## src/rtl/uart_fifo_register_block_defines.svh

```systemverilog
// Assertion macros shared by the UART register block RTL.
// Depends on nothing; included by modules that carry assertions.
`ifndef UART_FIFO_REGISTER_BLOCK_DEFINES_SVH
`define UART_FIFO_REGISTER_BLOCK_DEFINES_SVH

// Implication checked at every rising clock edge outside reset.
`define UFRB_ASSERT_IMPL(label, clk, rst, ante, cons) \
   label: assert property (@(posedge clk) disable iff (rst) (ante) |-> (cons)) \
      else $error("assertion failed");

// Next-cycle implication checked outside reset.
`define UFRB_ASSERT_NEXT(label, clk, rst, ante, cons) \
   label: assert property (@(posedge clk) disable iff (rst) (ante) |=> (cons)) \
      else $error("assertion failed");

`endif

```

## src/rtl/ufrb_pkg.sv

```systemverilog
// Package of the UART register block: default sizes, register indexes, opcodes, states.
// Depends on nothing.
`default_nettype none
package ufrb_pkg;
   localparam int TxDepthDefault  = 128;
   localparam int RxDepthDefault  = 128;
   localparam int IrqCountDefault = 8;

   typedef enum logic [1:0] {
      OP_READ  = 2'd0,
      OP_WRITE = 2'd1,
      OP_LINE  = 2'd2,
      OP_SLOT  = 2'd3
   } opcode_type;

   localparam logic [3:0] REG_IRQ_PEND    = 4'd0;
   localparam logic [3:0] REG_IRQ_MASK    = 4'd1;
   localparam logic [3:0] REG_INTR_TEST   = 4'd2;
   localparam logic [3:0] REG_CTRL        = 4'd4;
   localparam logic [3:0] REG_STATUS      = 4'd5;
   localparam logic [3:0] REG_RDATA       = 4'd6;
   localparam logic [3:0] REG_WDATA       = 4'd7;
   localparam logic [3:0] REG_QUEUE_CTRL  = 4'd8;
   localparam logic [3:0] REG_FIFO_STATUS = 4'd9;
   localparam logic [3:0] REG_OVRD        = 4'd10;
   localparam logic [3:0] REG_TIMEOUT     = 4'd12;

   localparam logic [31:0] CTRL_KEEP    = 32'hffff03f7;
   localparam logic [31:0] TIMEOUT_KEEP = 32'h80ffffff;
   localparam int IRQ_TXWM    = 0;
   localparam int IRQ_RXWM    = 1;
   localparam int IRQ_TXEMPTY = 2;
   localparam int IRQ_RXOVF   = 3;
   localparam int CTRL_TX     = 0;
   localparam int CTRL_RX     = 1;
   localparam int CTRL_SLPBK  = 4;

   typedef enum logic [0:0] {
      ST_ACCEPT = 1'b0,
      ST_FINISH = 1'b1
   } state_type;

   // Watermark levels from the 3-bit select codes.
   function automatic logic [7:0] tx_level_f(input logic [2:0] sel);
      tx_level_f = (sel == 3'd7) ? 8'd64 : (8'd1 << sel);
   endfunction

   function automatic logic [7:0] rx_level_f(input logic [2:0] sel);
      rx_level_f = (sel == 3'd7) ? 8'd126 : (8'd1 << sel);
   endfunction
endpackage
`default_nettype wire

```

## src/rtl/ufrb_if.sv

```systemverilog
// Valid/ready channel interfaces for the UART register block.
// Depends on nothing.
`default_nettype none
interface ufrb_req_if;
   logic        valid;
   logic        ready;
   logic [1:0]  opcode;
   logic [3:0]  reg_index;
   logic [31:0] write_data;
   logic [7:0]  line_in_byte;
   modport source (output valid, opcode, reg_index, write_data, line_in_byte,
                   input ready);
   modport sink   (input valid, opcode, reg_index, write_data, line_in_byte,
                   output ready);
endinterface

interface ufrb_rsp_if;
   logic        valid;
   logic        ready;
   logic [31:0] read_data;
   logic [7:0]  irq_lines;
   logic        line_out_valid;
   logic [7:0]  line_out_byte;
   logic        rx_can_accept;
   modport source (output valid, read_data, irq_lines, line_out_valid, line_out_byte,
                   rx_can_accept, input ready);
   modport sink   (input valid, read_data, irq_lines, line_out_valid, line_out_byte,
                   rx_can_accept, output ready);
endinterface
`default_nettype wire

```

## src/rtl/uart_fifo_register_block.sv

```systemverilog
// Top level of the UART register block with transmit and receive queues.
// Depends on ufrb_pkg, ufrb_if, ufrb_fifo_mem and the assertion macro header.
//
//   channel | direction | contents
//   req     | in        | opcode, reg_index, write_data, line_in_byte
//   rsp     | out       | read_data, irq_lines, line_out_valid, line_out_byte, rx_can_accept
//
// In the accept state both queue memories are addressed at their heads, and in
// the finish state the registered read data is used and state is updated.
// The registered read port of the queue memories is why the finish state exists.
// The result sits in an output register; a new item may be accepted while it waits,
// and that item's finish state then stalls until the register frees.
// Reset is synchronous.
`default_nettype none
`include "uart_fifo_register_block_defines.svh"
module uart_fifo_register_block #(
   parameter int TX_DEPTH  = ufrb_pkg::TxDepthDefault,
   parameter int RX_DEPTH  = ufrb_pkg::RxDepthDefault,
   parameter int IRQ_COUNT = ufrb_pkg::IrqCountDefault
) (
   input wire logic clock,
   input wire logic reset,
   ufrb_req_if.sink   req,
   ufrb_rsp_if.source rsp
);
   import ufrb_pkg::*;

   localparam int TA = $clog2(TX_DEPTH);
   localparam int RA = $clog2(RX_DEPTH);
   localparam int TF = $clog2(TX_DEPTH + 1);
   localparam int RF = $clog2(RX_DEPTH + 1);

   state_type state_ff, state_in;

   // Held item.
   logic [1:0]  op_ff;
   logic [3:0]  idx_ff;
   logic [31:0] wd_ff;
   logic [7:0]  lb_ff;

   logic [TA-1:0] tx_head_ff, tx_head_in;
   logic [TF-1:0] tx_fill_ff, tx_fill_in;
   logic [RA-1:0] rx_head_ff, rx_head_in;
   logic [RF-1:0] rx_fill_ff, rx_fill_in;
   logic [IRQ_COUNT-1:0] pend_ff, pend_in, ien_ff, ien_in;
   logic [31:0] ctrl_ff, ctrl_in, tmo_ff, tmo_in;
   logic [5:0]  wsel_ff, wsel_in;
   logic [1:0]  ovrd_ff, ovrd_in;
   logic [7:0]  armed_ff, armed_in;

   logic        out_valid_ff, out_valid_in;
   logic [31:0] out_rd_ff, out_rd_in;
   logic [7:0]  out_irq_ff, out_irq_in, out_ob_ff, out_ob_in;
   logic        out_ov_ff, out_ov_in, out_rxa_ff, out_rxa_in;

   logic          tx_we, rx_we;
   logic [TA-1:0] tx_wa;
   logic [RA-1:0] rx_wa;
   logic [7:0]    tx_wd, rx_wd, tx_rd, rx_rd;

   ufrb_fifo_mem #(.DEPTH(TX_DEPTH)) u_tx_mem (
      .clock, .wr_en(tx_we), .wr_addr(tx_wa), .wr_data(tx_wd),
      .rd_addr(tx_head_ff), .rd_data(tx_rd));
   ufrb_fifo_mem #(.DEPTH(RX_DEPTH)) u_rx_mem (
      .clock, .wr_en(rx_we), .wr_addr(rx_wa), .wr_data(rx_wd),
      .rd_addr(rx_head_ff), .rd_data(rx_rd));

   logic out_free;
   assign out_free  = !out_valid_ff || rsp.ready;
   assign req.ready = (state_ff == ST_ACCEPT) && !reset;

   assign rsp.valid          = out_valid_ff;
   assign rsp.read_data      = out_rd_ff;
   assign rsp.irq_lines      = out_irq_ff;
   assign rsp.line_out_valid = out_ov_ff;
   assign rsp.line_out_byte  = out_ob_ff;
   assign rsp.rx_can_accept  = out_rxa_ff;

   // Receive-queue push, shared by line bytes and loopback. Heads stay put during
   // a push, so the write address is head plus fill wrapped once.
   function automatic logic [RA-1:0] rx_pos(input logic [RA-1:0] h,
                                            input logic [RF-1:0] f);
      logic [RA+1:0] s;
      s = {2'b00, h} + {1'b0, f};
      if (s >= (RA+2)'(RX_DEPTH)) s = s - (RA+2)'(RX_DEPTH);
      rx_pos = s[RA-1:0];
   endfunction

   function automatic logic [TA-1:0] tx_pos(input logic [TA-1:0] h,
                                            input logic [TF-1:0] f);
      logic [TA+1:0] s;
      s = {2'b00, h} + {1'b0, f};
      if (s >= (TA+2)'(TX_DEPTH)) s = s - (TA+2)'(TX_DEPTH);
      tx_pos = s[TA-1:0];
   endfunction

   always_comb begin
      logic       do_rx;
      logic [7:0] rx_byte;
      logic [7:0] lvl;
      logic [8:0] fill9;
      state_in   = state_ff;
      tx_head_in = tx_head_ff;  tx_fill_in = tx_fill_ff;
      rx_head_in = rx_head_ff;  rx_fill_in = rx_fill_ff;
      pend_in = pend_ff;  ien_in = ien_ff;  ctrl_in = ctrl_ff;  tmo_in = tmo_ff;
      wsel_in = wsel_ff;  ovrd_in = ovrd_ff;  armed_in = armed_ff;
      out_valid_in = out_valid_ff && !rsp.ready;
      out_rd_in = out_rd_ff;  out_irq_in = out_irq_ff;  out_ov_in = out_ov_ff;
      out_ob_in = out_ob_ff;  out_rxa_in = out_rxa_ff;
      tx_we = 1'b0;  tx_wa = tx_pos(tx_head_ff, tx_fill_ff);  tx_wd = wd_ff[7:0];
      rx_we = 1'b0;  rx_wa = rx_pos(rx_head_ff, rx_fill_ff);  rx_wd = lb_ff;
      do_rx = 1'b0;  rx_byte = lb_ff;  lvl = 8'd0;  fill9 = 9'd0;

      case (state_ff)
         ST_ACCEPT: begin
            if (req.valid) state_in = ST_FINISH;
         end
         ST_FINISH: begin
            if (out_free) begin
               state_in  = ST_ACCEPT;
               out_rd_in = 32'd0;  out_ov_in = 1'b0;  out_ob_in = 8'd0;
               case (opcode_type'(op_ff))
                  OP_READ: begin
                     case (idx_ff)
                        REG_IRQ_PEND:    out_rd_in = 32'(pend_ff);
                        REG_IRQ_MASK:    out_rd_in = 32'(ien_ff);
                        REG_CTRL:        out_rd_in = ctrl_ff;
                        REG_STATUS: begin
                           out_rd_in[4] = 1'b1;
                           if (rx_fill_ff == '0) out_rd_in[5] = 1'b1;
                           else if (rx_fill_ff >= RF'(RX_DEPTH)) out_rd_in[1] = 1'b1;
                           if (tx_fill_ff == '0) out_rd_in[3:2] = 2'b11;
                           else if (tx_fill_ff >= TF'(TX_DEPTH)) out_rd_in[0] = 1'b1;
                           if (!ctrl_ff[CTRL_TX]) out_rd_in[3] = 1'b1;
                        end
                        REG_RDATA: begin
                           if (ctrl_ff[CTRL_RX] && rx_fill_ff != '0) begin
                              out_rd_in  = {24'd0, rx_rd};
                              rx_head_in = (rx_head_ff == RA'(RX_DEPTH - 1)) ?
                                           '0 : rx_head_ff + 1'b1;
                              rx_fill_in = rx_fill_ff - 1'b1;
                           end
                        end
                        REG_QUEUE_CTRL:  out_rd_in = {24'd0, wsel_ff, 2'b00};
                        REG_FIFO_STATUS: begin
                           fill9 = 9'(rx_fill_ff);
                           out_rd_in[23:16] = fill9[7:0];
                           fill9 = 9'(tx_fill_ff);
                           out_rd_in[7:0] = fill9[7:0];
                        end
                        REG_OVRD:    out_rd_in = {30'd0, ovrd_ff};
                        REG_TIMEOUT: out_rd_in = tmo_ff;
                        default:     out_rd_in = 32'd0;
                     endcase
                  end
                  OP_WRITE: begin
                     case (idx_ff)
                        REG_IRQ_PEND:    pend_in = pend_ff & ~wd_ff[IRQ_COUNT-1:0];
                        REG_IRQ_MASK:    ien_in  = wd_ff[IRQ_COUNT-1:0];
                        REG_INTR_TEST:   pend_in = pend_ff | wd_ff[IRQ_COUNT-1:0];
                        REG_CTRL:        ctrl_in = wd_ff & CTRL_KEEP;
                        REG_WDATA: begin
                           if (tx_fill_ff < TF'(TX_DEPTH)) begin
                              tx_we      = 1'b1;
                              tx_fill_in = tx_fill_ff + 1'b1;
                              lvl        = tx_level_f(wsel_ff[5:3]);
                              fill9      = 9'(tx_fill_in);
                              armed_in   = (fill9 < {1'b0, lvl}) ? 8'd0 : lvl;
                           end
                        end
                        REG_QUEUE_CTRL: begin
                           wsel_in = wd_ff[7:2];
                           if (wd_ff[0]) begin
                              rx_head_in = '0;  rx_fill_in = '0;
                              pend_in[IRQ_RXWM]  = 1'b0;
                              pend_in[IRQ_RXOVF] = 1'b0;
                           end
                           if (wd_ff[1]) begin
                              tx_head_in = '0;  tx_fill_in = '0;
                              pend_in[IRQ_TXEMPTY] = 1'b1;
                              if (armed_ff != 8'd0) begin
                                 pend_in[IRQ_TXWM] = 1'b1;
                                 armed_in = 8'd0;
                              end
                           end
                        end
                        REG_OVRD:    ovrd_in = {wd_ff[1], 1'b0};
                        REG_TIMEOUT: tmo_in  = wd_ff & TIMEOUT_KEEP;
                        default: ;
                     endcase
                  end
                  OP_LINE: begin
                     do_rx = ctrl_ff[CTRL_RX];
                  end
                  OP_SLOT: begin
                     if (ctrl_ff[CTRL_TX] && tx_fill_ff != '0) begin
                        tx_head_in = (tx_head_ff == TA'(TX_DEPTH - 1)) ?
                                     '0 : tx_head_ff + 1'b1;
                        tx_fill_in = tx_fill_ff - 1'b1;
                        if (ctrl_ff[CTRL_SLPBK]) begin
                           do_rx = 1'b1;  rx_byte = tx_rd;
                        end else begin
                           out_ov_in = 1'b1;  out_ob_in = tx_rd;
                        end
                        if (tx_fill_in == '0) pend_in[IRQ_TXEMPTY] = 1'b1;
                        fill9 = 9'(tx_fill_in);
                        if (armed_ff != 8'd0 && fill9 < {1'b0, armed_ff}) begin
                           pend_in[IRQ_TXWM] = 1'b1;
                           armed_in = 8'd0;
                        end
                     end
                  end
                  default: ;
               endcase

               if (do_rx) begin
                  rx_wd = rx_byte;
                  if (rx_fill_ff >= RF'(RX_DEPTH)) begin
                     pend_in[IRQ_RXOVF] = 1'b1;
                  end else begin
                     rx_we      = 1'b1;
                     rx_fill_in = rx_fill_ff + 1'b1;
                  end
                  fill9 = 9'(rx_fill_in);
                  if (fill9 >= {1'b0, rx_level_f(wsel_ff[2:0])}) pend_in[IRQ_RXWM] = 1'b1;
               end

               out_valid_in = 1'b1;
               out_irq_in   = 8'(pend_in & ien_in);
               out_rxa_in   = ctrl_in[CTRL_RX] && (rx_fill_in < RF'(RX_DEPTH));
            end
         end
         default: state_in = ST_ACCEPT;
      endcase
   end

   always_ff @(posedge clock) begin
      if (reset) begin
         state_ff <= ST_ACCEPT;
         tx_head_ff <= '0;  tx_fill_ff <= '0;  rx_head_ff <= '0;  rx_fill_ff <= '0;
         pend_ff <= IRQ_COUNT'(1 << IRQ_TXEMPTY);
         ien_ff <= '0;  ctrl_ff <= '0;  tmo_ff <= '0;  wsel_ff <= '0;
         ovrd_ff <= '0;  armed_ff <= '0;  out_valid_ff <= 1'b0;
      end else begin
         state_ff <= state_in;
         tx_head_ff <= tx_head_in;  tx_fill_ff <= tx_fill_in;
         rx_head_ff <= rx_head_in;  rx_fill_ff <= rx_fill_in;
         pend_ff <= pend_in;  ien_ff <= ien_in;  ctrl_ff <= ctrl_in;  tmo_ff <= tmo_in;
         wsel_ff <= wsel_in;  ovrd_ff <= ovrd_in;  armed_ff <= armed_in;
         out_valid_ff <= out_valid_in;
      end
   end

   always_ff @(posedge clock) begin
      if (req.valid && req.ready) begin
         op_ff <= req.opcode;  idx_ff <= req.reg_index;
         wd_ff <= req.write_data;  lb_ff <= req.line_in_byte;
      end
      out_rd_ff <= out_rd_in;  out_irq_ff <= out_irq_in;  out_ov_ff <= out_ov_in;
      out_ob_ff <= out_ob_in;  out_rxa_ff <= out_rxa_in;
   end

   `UFRB_ASSERT_IMPL(a_tx_fill_bound, clock, reset, 1'b1, tx_fill_ff <= TF'(TX_DEPTH))
   `UFRB_ASSERT_IMPL(a_rx_fill_bound, clock, reset, 1'b1, rx_fill_ff <= RF'(RX_DEPTH))
   `UFRB_ASSERT_NEXT(a_accept_to_finish, clock, reset, req.valid && req.ready,
                     state_ff == ST_FINISH)
   `UFRB_ASSERT_IMPL(a_line_byte_zero, clock, reset, rsp.valid && !rsp.line_out_valid,
                     rsp.line_out_byte == 8'd0)
endmodule
`default_nettype wire

```

## src/rtl/ufrb_fifo_mem.sv

```systemverilog
// Byte storage of one queue: one write port, one registered read port.
// Depends on nothing.
`default_nettype none
module ufrb_fifo_mem #(
   parameter int DEPTH = 128
) (
   input  wire logic                     clock,
   input  wire logic                     wr_en,
   input  wire logic [$clog2(DEPTH)-1:0] wr_addr,
   input  wire logic [7:0]               wr_data,
   input  wire logic [$clog2(DEPTH)-1:0] rd_addr,
   output logic      [7:0]               rd_data
);
   logic [7:0] mem [DEPTH];

   always_ff @(posedge clock) begin
      if (wr_en) begin
         mem[wr_addr] <= wr_data;
      end
      rd_data <= mem[rd_addr];
   end
endmodule
`default_nettype wire
```

## src/flat_wrapper.sv

```systemverilog
// flat-port wrapper written by rule: the top's interface ports become plain ports
module uart_fifo_register_block_flat import ufrb_pkg::*;
#(
   parameter int TX_DEPTH  = ufrb_pkg::TxDepthDefault,
   parameter int RX_DEPTH  = ufrb_pkg::RxDepthDefault,
   parameter int IRQ_COUNT = ufrb_pkg::IrqCountDefault
)
  (clock, reset, req_valid, req_opcode, req_reg_index, req_write_data, req_line_in_byte, req_ready, rsp_valid, rsp_read_data, rsp_irq_lines, rsp_line_out_valid, rsp_line_out_byte, rsp_rx_can_accept, rsp_ready);
  ufrb_req_if req_i ();
  ufrb_rsp_if rsp_i ();
  input wire logic clock;
  input wire logic reset;
  input wire logic [$bits(req_i.valid)-1:0] req_valid;
  input wire logic [$bits(req_i.opcode)-1:0] req_opcode;
  input wire logic [$bits(req_i.reg_index)-1:0] req_reg_index;
  input wire logic [$bits(req_i.write_data)-1:0] req_write_data;
  input wire logic [$bits(req_i.line_in_byte)-1:0] req_line_in_byte;
  output wire logic [$bits(req_i.ready)-1:0] req_ready;
  output wire logic [$bits(rsp_i.valid)-1:0] rsp_valid;
  output wire logic [$bits(rsp_i.read_data)-1:0] rsp_read_data;
  output wire logic [$bits(rsp_i.irq_lines)-1:0] rsp_irq_lines;
  output wire logic [$bits(rsp_i.line_out_valid)-1:0] rsp_line_out_valid;
  output wire logic [$bits(rsp_i.line_out_byte)-1:0] rsp_line_out_byte;
  output wire logic [$bits(rsp_i.rx_can_accept)-1:0] rsp_rx_can_accept;
  input wire logic [$bits(rsp_i.ready)-1:0] rsp_ready;
  assign req_i.valid = req_valid;
  assign req_i.opcode = req_opcode;
  assign req_i.reg_index = req_reg_index;
  assign req_i.write_data = req_write_data;
  assign req_i.line_in_byte = req_line_in_byte;
  assign req_ready = req_i.ready;
  assign rsp_valid = rsp_i.valid;
  assign rsp_read_data = rsp_i.read_data;
  assign rsp_irq_lines = rsp_i.irq_lines;
  assign rsp_line_out_valid = rsp_i.line_out_valid;
  assign rsp_line_out_byte = rsp_i.line_out_byte;
  assign rsp_rx_can_accept = rsp_i.rx_can_accept;
  assign rsp_i.ready = rsp_ready;
  uart_fifo_register_block #(.TX_DEPTH(TX_DEPTH), .RX_DEPTH(RX_DEPTH), .IRQ_COUNT(IRQ_COUNT)) u_core (.clock(clock), .reset(reset), .req(req_i), .rsp(rsp_i));
endmodule
```

## config.mk

```make
export PLATFORM = sky130hd
export DESIGN_NAME = uart_fifo_register_block_flat
export DESIGN_NICKNAME = d
export VERILOG_FILES = /design/src/rtl/ufrb_pkg.sv /design/src/rtl/ufrb_if.sv /design/src/rtl/uart_fifo_register_block.sv /design/src/rtl/ufrb_fifo_mem.sv /design/src/flat_wrapper.sv
export VERILOG_INCLUDE_DIRS = /design/src /design/src/rtl
export SDC_FILE = /design/constraint.sdc
export NUM_CORES = 2
export LEC_CHECK = 0
export BUFFER_PORTS_ARGS = -buffer_cell sky130_fd_sc_hd__buf_2
export CORE_AREA = 5 5 456 458
export CTS_CLUSTER_SIZE = 25
export DETAILED_ROUTE_END_ITERATION = 6
export DIE_AREA = 0 0 461 463
export PLACE_DENSITY = 0.65
export SETUP_SLACK_MARGIN = 0.15
export SYNTH_ARGS = -nofsm -noshare
export SYNTH_HDL_FRONTEND = slang
export SYNTH_SLANG_ARGS = --single-unit
export TNS_END_PERCENT = 10
```

## constraint.sdc

```tcl
create_clock -name clock -period 6.2 [get_ports clock]
set_input_delay 0.93 -clock clock [delete_from_list [all_inputs] [get_ports clock]]
set_output_delay 0.93 -clock clock [all_outputs]
set_load 0.02 [all_outputs]
```

==> out/metrics.cfg <==
[sta]
holdWs_ns = 0.248
tightestPinTransition_ns = 1.45
finalWorstSetupSlack_ns = 1.30
slew_viol_final = 0
rsz0062_at_grt = no
finClkSkew_ns = 0.0670
finalSetupViolations = 0
fin_crit_sh = 0.791
fin_crit_ns = 4.90
max_freq_mhz = 204
max_slew_margin = 0.0361
hold_violations = 0
tns_ns = 0

[logic_synthesis]
synthesis.area_sq_um = 90900
yosysSeqAreaShare = 0.737
yosysUniqueCellTypes = 82
synth_edf_count = 2144
ys_ff_latch = 2272
synth_nets = 5803
synth.avg_cell_area_sq_um = 15.9
synthFlopType = edfxtp_1
syn_inst = 5712
ys_warn_count = 0
ys_async_sr_fraction = 0

[power_and_ir_drop]
vdd_drop_max_mv = 0.279
leakage_uw = 0.0302
powerDensity_nw_per_um2 = 300
p_sw_frac = 0.200
combPwrFrac = 0.013
power.share.sequential = 0.551
p_sw_uw = 6080
p_int_uw = 24300
pwr-share-clk = 0.435

[worst_setup_path]
cp-end-kind = flop
crit_chain = nand3b_1, nor3b_1, nand3_1, nor3_1, nand2_1, nor2_1
max_stage_delay_ns = 1.14
arrival_ns = 5.39
cpLargestDelayFamily = simple AND/OR/NAND/NOR gates
cp-start-kind = flop
cp_max_fo = 24
path_buf_inv = 0
critPathKind = reg2reg
slowest_stage = nor3b_1
required_ns = 6.68

[hold_path]
min_path_type = in2reg

[global_route]
grt_overflow = 0
grt_pass1_vias = 49772
antenna_found_initial = 5
grt_max_degree = 144
grt_pass1_wl_mm = 345
grt_usage = 0.218

[clock_tree]
htreeDepth = 4
clkLatencyLatePin_ns = 0.86
clk_pin_slew_worst_paths_ns = 0.06
cts_buffers = 222
cts_root_buffer = clkbuf_16
cts_hold_buf = 0
cts_resized = 0
cts_tree = yes
cts_buffer_depth = 3
post_cts_buffers = 0
cts_num_sinks = 2272

[routing]
first_pass_iters = 6
drt-total-wl_mm = 239
drc_errors = 0
drt_iter0_markers = 5676
antenna_left = 0
vias_per_cell = 5.88
drt-wirelength-per-cell_um = 27.6
via_count = 50905

[placed_design]
dp_hpwl_mm = 150
dp_slack_ns = 1.55
portBuffers = 101
routabilityCongestion = 0.916

[finish]
final_core_util = 0.499
drive_gt1_frac = 0.120
nNetsFinal = 5875
fill_cells = 16679
area_growth_pct = 11.7

[floorplanning]
die_area_sq_um = 213000
placementRows = 166
core_area_sq_um = 204000
die_w_um = 461
pin_count = 102
start_util = 0.446
fp.dieH_um = 463

[job]
maxCapViolCount = 0

[outcome]
status = finished, final reports clean

[power by group through the flow]
| stage | clock network (uW) | logic, uW | registers, uW |
|---|---|---|---|
| 6_report | 13200 | 410 | 16800 |
| 5_1_grt | 14000 | 435 | 16800 |
| 4_1_cts | 13400 | 411 | 16800 |
| 3_5_place_dp | 0 | 411 | 17100 |
| 3_3_place_gp | 0 | 402 | 17100 |
| 2_1_floorplan | 0 | 158 | 17100 |
[registers in the layout (all words and copies together), names as in the netlist, 25 cells and up]
name                  cells
u_core.u_tx_mem.mem    1024
u_core.u_rx_mem.mem    1024
u_core.tmo_ff            25
u_core.rsp.read_data     32
u_core.ctrl_ff           25
u_core.wd_ff             32
[logic make-up (layout without fill, tap and decap cells)]
logic type,count (synthesis),count (layout),synth area share
DFF,2272,2272,0.737
muxes,1002,1002,0.113
xor gates and xnor gates,46,46,0.00443
other,0,5,0
and+or+nand+nor,1190,1190,0.0613
buffers and inverters,360,615,0.0163
AOI/OAI and AO/OA,801,801,0.0630
adders and majority gates,41,41,0.00581
[cell type report]
cell class | instances | area, sq um | share of cell area
Sequential cell | 2272 | 67000 | 0.660
Multi-Input combinational cell | 3080 | 22600 | 0.223
Clock buffer | 286 | 5920 | 0.0583
Tap cell | 2688 | 3360 | 0.0331
Timing Repair Buffer | 182 | 1300 | 0.0128
Clock inverter | 121 | 1230 | 0.0121
Inverter | 26 | 97.6 | 0.000961
Antenna cell | 5 | 12.5 | 0.000123
[Yosys cell counts (5+ instances only)]
cell       instances  area, sq um
a211oi_1          56          420
a21o_1             9         67.6
a21oi_1          154          771
a221o_1            5         50.1
a221oi_1           5         43.8
a22o_1            95          832
a22oi_1          290         2180
a31oi_1           13         81.3
and2_1            18          113
and3_1            22          138
buf_1             47          176
buf_2             60          300
buf_6              5         56.3
clkbuf_1         217          815
dfxtp_1          128         2560
edfxtp_1        2144        64400
ha_1              39          488
inv_1             26         97.6
mux2_2           167         1880
mux2i_1          835         8360
nand2_1          348         1310
nand2b_1          29          181
nand3_1           58          290
nand3b_1           8         60.1
nand4_1           77          482
nor2_1           375         1410
nor2b_1           50          313
nor3_1            84          420
nor4_1            66          413
o21ai_0           28          140
o22ai_1           62          388
o2bb2ai_1         30          263
o311ai_0           5         43.8
o31ai_1            5         37.5
or2_2             11         68.8
or4_1             11         82.6
xnor2_1           26          228
xor2_1            20          175
[per-stage QoR]
| step | total power [uW] | cell area, sq um | cells |
|---|---|---|---|
| 6_report | 30400 | 102000 | 8660 |
| 5_1_grt | 31200 | 102000 | 8657 |
| 4_1_cts | 30600 | 101000 | 8655 |
| 3_5_place_dp | 17500 | 94300 | 8248 |
| 3_3_place_gp | 17500 | 94300 | 8248 |
| 2_1_floorplan | 17300 | 90900 | 5712 |
[cells in the final DEF, fill, tap and decap left out, types with 56 or more instances in the layout]
cell type,netlist,layout
a211oi_1,56,56
a21oi_1,154,154
a22o_1,95,95
a22oi_1,290,290
buf_2,60,100
buf_4,3,67
clkbuf_16,0,225
dfxtp_1,128,126
edfxtp_1,2144,2144
mux2_2,167,159
mux2i_1,835,835
nand2_1,348,346
nand3_1,58,58
nand4_1,77,77
nor2_1,375,360
nor3_1,84,72
nor4_1,66,65
o22ai_1,62,62
[per-layer routing]
| layer | GRT usage | vias to the layer above | part of all wire |
|---|---|---|---|
| met4 | 0.0731 | 0 | 0.035 |
| li1 | - | 22463 | - |
| met1 | 0.300 | 25906 | 0.41 |
| met2 | 0.351 | 2106 | 0.48 |
| met3 | 0.0391 | 430 | 0.076 |
| met5 | 0 | - | 0 |
[path summary, 6_finish.rpt]
kind	from	to	slack [ns]	depth (start not counted)
max reg2reg	u_core.idx_ff[2]$_DFFE_PP_	u_core.u_tx_mem.mem[73][1]$_DFFE_PP_	1.30	6
min reg2reg	u_core.ctrl_ff[24]$_SDFFE_PP0P_	u_core.ctrl_ff[24]$_SDFFE_PP0P_	0.45	2
max	u_core.idx_ff[2]$_DFFE_PP_	u_core.u_tx_mem.mem[73][1]$_DFFE_PP_	1.30	6
min	req_write_data[11]	u_core.wd_ff[11]$_DFFE_PP_	0.25	1
Note: power is estimated with default switching activity, not from simulation.
